[src/rtl/rsm_pkg.sv]
// ----------------------------------------------------------------------------
// rsm_pkg: shared types, constants and helpers for the row softmax block
// Holds the 2^-f table, the controller command and status structs.
// ----------------------------------------------------------------------------
package rsm_pkg;

  localparam int MaxRow = 64;
  localparam int IdxW = $clog2(MaxRow);
  localparam int CntW = IdxW + 1;
  localparam int SumW = 23;
  localparam int ExpW = 17;
  localparam logic [15:0] Log2eQ15 = 16'd47274;

  localparam logic [6:0] RegRowLength = 7'd0;
  localparam logic [6:0] RowLengthReset = 7'd16;

  typedef struct packed {
    logic store_wr;     // write sample into the row store and update max
    logic clear_fill;   // start of a new row
    logic clear_sum;
    logic rd_en;        // issue a store read at rd_addr
    logic [IdxW-1:0] rd_addr;
    logic exp_s1;       // exponent stage 1 valid (store data present)
    logic exp_s2;       // exponent stage 2 valid
    logic exp_s3;       // exponent stage 3 valid: accumulate
    logic div_start;    // start a division for the current stored exponent
    logic [IdxW-1:0] ev_idx;
  } rsm_cmd_t;

  typedef struct packed {
    logic div_busy;
    logic div_done;
  } rsm_sts_t;

  function automatic logic [16:0] pow2_tab(input logic [6:0] i);
    logic [16:0] r;
    case (i)
      7'd0: r = 17'd65536;  7'd1: r = 17'd64830;  7'd2: r = 17'd64132;
      7'd3: r = 17'd63441;  7'd4: r = 17'd62757;  7'd5: r = 17'd62081;
      7'd6: r = 17'd61413;  7'd7: r = 17'd60751;  7'd8: r = 17'd60097;
      7'd9: r = 17'd59449;  7'd10: r = 17'd58809; 7'd11: r = 17'd58176;
      7'd12: r = 17'd57549; 7'd13: r = 17'd56929; 7'd14: r = 17'd56316;
      7'd15: r = 17'd55709; 7'd16: r = 17'd55109; 7'd17: r = 17'd54515;
      7'd18: r = 17'd53928; 7'd19: r = 17'd53347; 7'd20: r = 17'd52773;
      7'd21: r = 17'd52204; 7'd22: r = 17'd51642; 7'd23: r = 17'd51085;
      7'd24: r = 17'd50535; 7'd25: r = 17'd49991; 7'd26: r = 17'd49452;
      7'd27: r = 17'd48920; 7'd28: r = 17'd48393; 7'd29: r = 17'd47871;
      7'd30: r = 17'd47356; 7'd31: r = 17'd46846; 7'd32: r = 17'd46341;
      7'd33: r = 17'd45842; 7'd34: r = 17'd45348; 7'd35: r = 17'd44859;
      7'd36: r = 17'd44376; 7'd37: r = 17'd43898; 7'd38: r = 17'd43425;
      7'd39: r = 17'd42958; 7'd40: r = 17'd42495; 7'd41: r = 17'd42037;
      7'd42: r = 17'd41584; 7'd43: r = 17'd41136; 7'd44: r = 17'd40693;
      7'd45: r = 17'd40255; 7'd46: r = 17'd39821; 7'd47: r = 17'd39392;
      7'd48: r = 17'd38968; 7'd49: r = 17'd38548; 7'd50: r = 17'd38133;
      7'd51: r = 17'd37722; 7'd52: r = 17'd37316; 7'd53: r = 17'd36914;
      7'd54: r = 17'd36516; 7'd55: r = 17'd36123; 7'd56: r = 17'd35734;
      7'd57: r = 17'd35349; 7'd58: r = 17'd34968; 7'd59: r = 17'd34591;
      7'd60: r = 17'd34219; 7'd61: r = 17'd33850; 7'd62: r = 17'd33486;
      7'd63: r = 17'd33125; 7'd64: r = 17'd32768;
      default: r = 17'd0;
    endcase
    return r;
  endfunction

endpackage

[src/rtl/rsm_ctrl.sv]
// ----------------------------------------------------------------------------
// rsm_ctrl: row softmax sequencer
// Loads samples, sweeps the row through the exponent pipe, then divides.
// ----------------------------------------------------------------------------
module rsm_ctrl (
  input  logic                     clk_i,
  input  logic                     rst_ni,
  input  logic                     in_valid_i,
  output logic                     in_stall_o,
  output logic                     out_valid_o,
  input  logic                     out_stall_i,
  output logic                     row_end_o,
  input  logic [6:0]               row_length_i,
  output rsm_pkg::rsm_cmd_t        cmd_o,
  input  rsm_pkg::rsm_sts_t        sts_i,
  output logic [rsm_pkg::IdxW-1:0] wr_addr_o
);
  import rsm_pkg::*;

  typedef enum logic [3:0] {
    StLoad = 4'b0001,
    StExp  = 4'b0010,
    StDiv  = 4'b0100,
    StOut  = 4'b1000
  } state_e;

  state_e state_q, state_d;
  logic [CntW-1:0] fill_q, fill_d, cnt_q, cnt_d, rd_q, rd_d, ex_q, ex_d;
  logic [CntW-1:0] eff_len, fill_now;
  logic [2:0]      pipe_q, pipe_d;
  logic            accept, out_acc;

  assign eff_len = (row_length_i == 7'd0) ? CntW'(1) :
                   (row_length_i > 7'(MaxRow)) ? CntW'(MaxRow) : CntW'(row_length_i);
  assign fill_now = (fill_q >= CntW'(MaxRow)) ? '0 : fill_q;
  assign accept = in_valid_i && (state_q == StLoad);
  assign out_acc = out_valid_o && !out_stall_i;
  assign in_stall_o = (state_q != StLoad);
  assign out_valid_o = (state_q == StOut);
  assign row_end_o = (ex_q + CntW'(1) == cnt_q);
  assign wr_addr_o = fill_now[IdxW-1:0];

  always_comb begin
    state_d = state_q;
    fill_d = fill_q;
    cnt_d = cnt_q;
    rd_d = rd_q;
    ex_d = ex_q;
    pipe_d = {pipe_q[1:0], 1'b0};
    cmd_o = '0;
    cmd_o.rd_addr = rd_q[IdxW-1:0];
    cmd_o.exp_s1 = pipe_q[0];
    cmd_o.exp_s2 = pipe_q[1];
    cmd_o.exp_s3 = pipe_q[2];
    case (state_q)
      StLoad: begin
        if (accept) begin
          cmd_o.store_wr = 1'b1;
          cmd_o.clear_fill = (fill_now == '0);
          fill_d = fill_now + CntW'(1);
          if (fill_now + CntW'(1) >= eff_len) begin
            cnt_d = fill_now + CntW'(1);
            fill_d = '0;
            rd_d = '0;
            cmd_o.clear_sum = 1'b1;
            state_d = StExp;
          end
        end
      end
      StExp: begin
        if (rd_q < cnt_q) begin
          cmd_o.rd_en = 1'b1;
          pipe_d[0] = 1'b1;
          rd_d = rd_q + CntW'(1);
        end else if (pipe_q == '0) begin
          ex_d = '0;
          state_d = StDiv;
        end
      end
      StDiv: begin
        cmd_o.div_start = !sts_i.div_busy && !sts_i.div_done;
        if (sts_i.div_done) begin
          state_d = StOut;
        end
      end
      StOut: begin
        if (out_acc) begin
          ex_d = ex_q + CntW'(1);
          state_d = row_end_o ? StLoad : StDiv;
        end
      end
      default: state_d = StLoad;
    endcase
    // The exponent store has a registered read, so it is addressed with
    // the next element index, ex_d, rather than ex_q.
    cmd_o.ev_idx = ex_d[IdxW-1:0];
  end

  always_ff @(posedge clk_i or negedge rst_ni) begin
    if (!rst_ni) begin
      state_q <= StLoad;
      fill_q <= '0;
      cnt_q <= '0;
      rd_q <= '0;
      ex_q <= '0;
      pipe_q <= '0;
    end else begin
      state_q <= state_d;
      fill_q <= fill_d;
      cnt_q <= cnt_d;
      rd_q <= rd_d;
      ex_q <= ex_d;
      pipe_q <= pipe_d;
    end
  end

`ifndef SYNTHESIS
  a_no_accept_busy: assert property (@(posedge clk_i) disable iff (!rst_ni)
    (state_q != StLoad) |-> !cmd_o.store_wr) else $error("write outside load");
  a_ex_bound: assert property (@(posedge clk_i) disable iff (!rst_ni)
    (state_q == StOut) |-> (ex_q < cnt_q)) else $error("output index past row");
  a_rd_bound: assert property (@(posedge clk_i) disable iff (!rst_ni)
    cmd_o.rd_en |-> (rd_q < cnt_q)) else $error("read past row");
  a_out_hold: assert property (@(posedge clk_i) disable iff (!rst_ni)
    (out_valid_o && out_stall_i) |=> out_valid_o) else $error("result dropped");
`endif

endmodule

[config.mk]
export PLATFORM = sky130hd
export DESIGN_NAME = rsm_ctrl
export DESIGN_NICKNAME = d
export VERILOG_FILES = /design/src/rtl/rsm_pkg.sv /design/src/rtl/rsm_ctrl.sv
export SDC_FILE = /design/constraint.sdc
export NUM_CORES = 1
export LEC_CHECK = 0
export ABC_CLOCK_PERIOD_IN_PS = 5200
export BUFFER_PORTS_ARGS = -buffer_cell sky130_fd_sc_hd__buf_2
export CORE_MARGIN = 3
export CORE_UTILIZATION = 25
export CTS_CLUSTER_DIAMETER = 200
export DETAILED_ROUTE_END_ITERATION = 8
export PLACE_DENSITY = 0.54
export SLEW_MARGIN = 20
export SYNTH_ARGS = -nofsm -noshare
export SYNTH_HDL_FRONTEND = slang
export SYNTH_SLANG_ARGS = --single-unit
export TNS_END_PERCENT = 50
[constraint.sdc]
create_clock -name clk_i -period 5.2 [get_ports clk_i]
set_input_delay 0.52 -clock clk_i [delete_from_list [all_inputs] [get_ports clk_i]]
set_output_delay 0.52 -clock clk_i [all_outputs]
set_load 0.05 [all_outputs]
# Word level (Yosys, flattened, before mapping)
# Index checks and enable logic that the tools add are counted.
[totals]
wordCells = 69
in_bits = 13
out_inout_bits = 29
ff_bits = 35
[op_classes]
addsub = 3
n_lt_le_gt_ge = 4
n_eq_ne = 13
reduce_logical = 16
muxes = 26
[op_table]
columns = ["operator", "count"]
rows = [
  ["$mux 7", 10],
  ["$pmux 7 s2", 2],
  ["$mux 4", 6],
  ["$add 7x1->7 const B", 3],
  ["$pmux 4 s4", 1],
  ["$logic_not 7->1", 2],
  ["$ne 2x2->1 const B", 5],
  ["$mux 3", 3],
  ["$reduce_and 4->1", 2],
  ["$eq 7x7->1", 1],
  ["$ge 7x7->1", 1],
  ["$ge 7x7->1 const B", 1],
  ["$gt 7x7->1 const B", 1],
  ["$lt 7x7->1", 1],
  ["$reduce_and 6->1", 1],
  ["$eq 4x1->1 const B", 1],
  ["$eq 4x2->1 const B", 1],
  ["$eq 4x3->1 const B", 1],
  ["$eq 4x4->1 const B", 1],
  ["$mux 1", 4],
  ["$ne 2x1->1 const B", 2],
  ["$ne 4x1->1 const B", 1],
  ["$reduce_bool 2->1", 2],
  ["$logic_and 1x1->1", 3],
  ["other kinds (4)", 6],
]

# Logic depth before layout (Yosys ltp)
[logic_depth]
ltp_word = 7
mapped_depth = 15
depth_no_buf = 13

# Worst setup path after synthesis
# OpenSTA, ideal clock, no wires.
[synth_timing]
path_type = "register to output"
from = "register fill_q[6]"
to = "output port cmd_o[17] in the netlist's numbering"
slack_ns = 1.780
t_required_ns = 4.680
arrival_ns = 2.900
stages_incl_launch_ff = 13
n_path_buf = 2
path_cell_list = "dfrtp_1 -> clkbuf_1 -> nand2b_1 -> inv_1 -> ha_1 -> nand3_1 -> xor2_1 -> nor2_1 -> ha_1 -> or3_1 -> o221ai_2 -> nor2_4 -> buf_4"
[synth_lines]
columns = ["item", "line", "rtl"]
rows = [
  ["start, declared", "rsm_ctrl.sv:28", "logic [CntW-1:0] fill_q, fill_d, cnt_q, cnt_d, rd_q, rd_d, ex_q, ex_d;"],
  ["start signal, assigned", "rsm_ctrl.sv:109", "fill_q <= fill_d;"],
  ["end, declared", "rsm_ctrl.sv:14", "output rsm_pkg::rsm_cmd_t cmd_o,"],
]

==> tab_implementation.tex <==
\begin{tabular}{lr}
\hline
Metric & Value \\
\hline
\multicolumn{2}{l}{\textbf{Status}} \\
Outcome & finished clean \\
\multicolumn{2}{l}{\textbf{Layout}} \\
Area of all sequential standard cells & $\sim$880 um2 \\
Number of nets in the layout & roughly 310 \\
Area occupied by multi-input gates & between 1000 and 1500 um2 \\
Antenna cell count & 0 \\
Fraction of layout cells with a size suffix above 1 & 0.2447 \\
Number of fill cells & 989 \\
Area added between synthesis and finish & 13.53\% \\
Final Cell Area & 2668 um2 \\
\multicolumn{2}{l}{\textbf{Synth}} \\
Synthesized instance count & between 200 and 300 \\
Most used DFF post-synth & sky130\_fd\_sc\_hd\_\_dfrtp\_1 \\
Cell type with the highest aggregate area in the netlist & sky130\_fd\_sc\_hd\_\_dfrtp\_1 \\
Syn\_nets & 280 \\
Async S/R FF share, synth & 1.000 \\
Number of warnings reported in the yosys synthesis log & 0 \\
Portion of the post-synthesis area used by sequential elements & 0.3733 \\
Compound-cell area share of the yosys netlist & 0.1022 \\
Combinational family with the most area after synthesis & simple AND/OR/NAND/NOR gates \\
Fraction of the mapped netlist area in simple logic gates & 0.2359 \\
Count of unique library cells instantiated by Yosys & 53 \\
Seq cells post-synth & 35 \\
Mean cell area of the mapped netlist & about 9.4 um2 \\
Summed instance area of the synthesized netlist & 2350 um2 \\
Cells taking the most area after synthesis & sky130\_fd\_sc\_hd\_\_dfrtp\_1, sky130\_fd\_sc\_hd\_\_ha\_1, sky130\_fd\_sc\_hd\_\_nand2\_1 \\
Share of synthesized cell area in full adder, half adder and majority cells & 0.09052 \\
Most numerous cell types in the synthesized netlist & sky130\_fd\_sc\_hd\_\_dfrtp\_1, sky130\_fd\_sc\_hd\_\_nand2\_1, sky130\_fd\_sc\_hd\_\_ha\_1 \\
Number of flops mapped to enable cells by yosys & 0 \\
Multiplexer area fraction after synthesis & 0.03781 \\
Area share of the leading cell type in the synthesized netlist & 0.3621 \\
Most frequent cell after synthesis & sky130\_fd\_sc\_hd\_\_dfrtp\_1 \\
Post-synthesis xor/xnor area fraction & 0.08573 \\
\multicolumn{2}{l}{\textbf{Clock tree}} \\
Cts bufs inserted & 5 \\
Clock latency on the worst-skew pair & roughly 0.29 ns \\
Post-CTS Setup Bufs & 0 \\
Level count of the clock H-tree & 2 \\
Number of buffers between clock root and the deepest sink & 2 \\
Clock transition at the registers of the reported paths & about 0.070 ns \\
Number of resized instances in the post-cts repair step & 0 \\
Hold\_buf cts & 0 \\
Root Buffer & sky130\_fd\_sc\_hd\_\_clkbuf\_8 \\
TritonCTS Sinks & 35 \\
CTS tree & yes \\
\multicolumn{2}{l}{\textbf{Setup path}} \\
Critical path endpoint category & primary output \\
Required arrival time at the worst endpoint & between 4 and 5 ns \\
Critical path startpoint category & flop \\
Worst Setup Path Type & flop to primary output \\
Arrival time worst endpoint & about 3.3 ns \\
Crit path max fanout & 16 \\
\multicolumn{2}{l}{\textbf{GRT}} \\
Maximum number of pins on one net before global-route repair & 36 \\
Global-route wire length before repair & 8659 um \\
Number of global-route vias before repair & roughly 1700 \\
Antenna violations before repair & 0 \\
Overall Global Routing Usage & 0.1039 \\
Gr ovfl total & 0 \\
\multicolumn{2}{l}{\textbf{Power}} \\
Cell-internal power & slightly below 0.7 mW \\
Share of total power in combinational logic & 0.531 \\
Net switching share of the total power & 0.4872 \\
Portion of total power attributed to the clock network & 0.162 \\
Net switching power & roughly 0.66 mW \\
Power density over the cells & about 500 nW/um2 \\
Portion of total power attributed to sequential cells & 0.307 \\
P\_leak & roughly 1.3 nW \\
IR Drop Worst-Case VDD & 0.0001697 V \\
\multicolumn{2}{l}{\textbf{Timing}} \\
Setup TNS & 0 ns \\
Pin slew with the least headroom to its limit & between 0.8 and 0.9 ns \\
Final clock period utilization by the worst path & 0.7275 \\
Number of hold violations in the final report & 0 \\
Shortest clock period the worst path allows after layout & 3.783 ns \\
Peak clock frequency supported by timing & about 0.26 GHz \\
Number of slew-limit violations in the final report & 0 \\
Endpoints failing setup & 0 \\
Unrepaired setup endpoints after global routing & false \\
Setup Skew & 0.003625 ns \\
Worst slew margin relative to its limit & 0.4628 \\
\multicolumn{2}{l}{\textbf{Hold path}} \\
Class of the tightest hold or removal check & input port to async pin \\
\multicolumn{2}{l}{\textbf{Floorplanning}} \\
I/O pin count & 42 \\
Height of the die & 103.0 um \\
Number of placement rows & 34 \\
Initial cell density of the core & 0.2630 \\
DIE AREA & 10600 um2 \\
Die boundary width & approximately 100 um \\
Core region area & 8934 um2 \\
\multicolumn{2}{l}{\textbf{Place}} \\
Post-DP HPWL & $\sim$4000 um \\
Routability cong. & about 0.8 \\
Placed instance area & approximately 2600 um2 \\
Count of buffers from port buffering & between 40 and 50 \\
\multicolumn{2}{l}{\textbf{Flow run}} \\
MaxCap Viol Count & 0 \\
\multicolumn{2}{l}{\textbf{Routing}} \\
Antenna viol nets, final & 0 \\
Drc violations & 0 \\
Average wire per standard cell & around 13 um \\
First drt pass iteration count & 4 \\
Average vias per placed instance & roughly 4.6 \\
Vias post-DR & between 1500 and 2000 \\
Detailed router's first-iteration violation count & 44 \\
Detailed-route wire length & 5198 um \\
\hline
\end{tabular}
[flip-flops by register name, summed over array words and instances, names as in the netlist]
name     cells
fill_q       7
rd_q         7
ex_q         7
pipe_q       3
cnt_q        7
state_q      4
[metal layers]
| metal | vias to the layer above | GRT usage | routed length (um) |
|---|---|---|---|
| met5 | - | 0 | 0 |
| met4 | 0 | 0.02689 | 51 |
| met3 | 6 | 0.02503 | 154 |
| met2 | 31 | 0.1554 | 2271 |
| met1 | 841 | 0.1498 | 2721 |
| li1 | 917 | - | - |
[critical path, stage by stage (launching register included)]
cell and delay [ns]:
sky130_fd_sc_hd__dfrtp_1 0.47, sky130_fd_sc_hd__nand2b_1 0.25, sky130_fd_sc_hd__inv_1 0.13, sky130_fd_sc_hd__ha_1 0.20, sky130_fd_sc_hd__nand3_1 0.10, sky130_fd_sc_hd__xor2_1 0.15
sky130_fd_sc_hd__nor2_1 0.19, sky130_fd_sc_hd__ha_1 0.18, sky130_fd_sc_hd__or3_1 0.14, sky130_fd_sc_hd__nor2_1 0.04, sky130_fd_sc_hd__o21ai_1 0.09, sky130_fd_sc_hd__o221ai_2 0.25
sky130_fd_sc_hd__nor2_4 0.43, sky130_fd_sc_hd__buf_2 0.35
[path summary, 6_finish.rpt]
kind	depth (start not counted)	end	startpoint	slack, ns
worst max-delay path	13	cmd_o[17]	fill_q[6]	1.42
worst min-delay path	1	rd_q[2]	rst_ni	0.32
worst max register to register	10	cnt_q[5]	fill_q[6]	2.03
worst min register to register	0	pipe_q[1]	pipe_q[0]	0.40
max in group asynchronous	1	ex_q[2]	rst_ni	4.37
min in group clk_i	0	pipe_q[1]	pipe_q[0]	0.40
[cells in the final DEF (no fill, tap or decap), types with 7 or more instances in the layout]
cell type and instances:
sky130_fd_sc_hd__dfrtp_1 34, sky130_fd_sc_hd__xor2_1 11, sky130_fd_sc_hd__xnor2_1 12, sky130_fd_sc_hd__o21ai_0 12, sky130_fd_sc_hd__inv_1 12, sky130_fd_sc_hd__nand2_1 28, sky130_fd_sc_hd__ha_1 17, sky130_fd_sc_hd__nor2_1 16
sky130_fd_sc_hd__clkbuf_8 7, sky130_fd_sc_hd__buf_2 41, sky130_fd_sc_hd__nand3_1 16
[kinds of logic (layout without fill, tap and decap cells)]
logic type / Yosys count / count (layout)
adders and majority gates: 17 / 17
AOI/OAI and AO/OA: 33 / 33
buffers and inverters: 31 / 63
muxes: 8 / 8
and+or+nand+nor: 103 / 103
xor gates and xnor gates: 23 / 23
DFF: 35 / 35
[power by group through the flow]
| stage | Combinational [mW] | Clock [mW] | Sequential (mW) |
|---|---|---|---|
| floorplan | 0.617 | 0 | 0.392 |
| CTS | 0.732 | 0.228 | 0.415 |
| finish | 0.719 | 0.220 | 0.416 |
| global placement | 0.718 | 0 | 0.422 |
| detailed placement | 0.729 | 0 | 0.421 |
| global route | 0.795 | 0.240 | 0.429 |
[per-stage QoR]
step	utilization	hold WS, ns	setup slack [ns]	std cells	power, mW
4_1_cts	0.2986	0.3577	1.370	390	1.376
6_report	0.2986	0.3238	1.417	390	1.355
2_1_floorplan	-	0.2244	1.780	250	1.009
3_3_place_gp	0.2874	0.3864	1.829	382	1.140
5_1_grt	0.2986	0.3930	1.046	390	1.463
3_5_place_dp	0.2874	0.3886	1.712	382	1.150
[area by class of cell]
type	count	share of cell area
timing repair buffer	41	0.07692
clock buffer	8	0.03752
multi-input combinational	184	0.4864
tap	108	0.05066
inverter	14	0.01970
sequential	35	0.3288
Note: power is estimated with default switching activity, not from simulation.
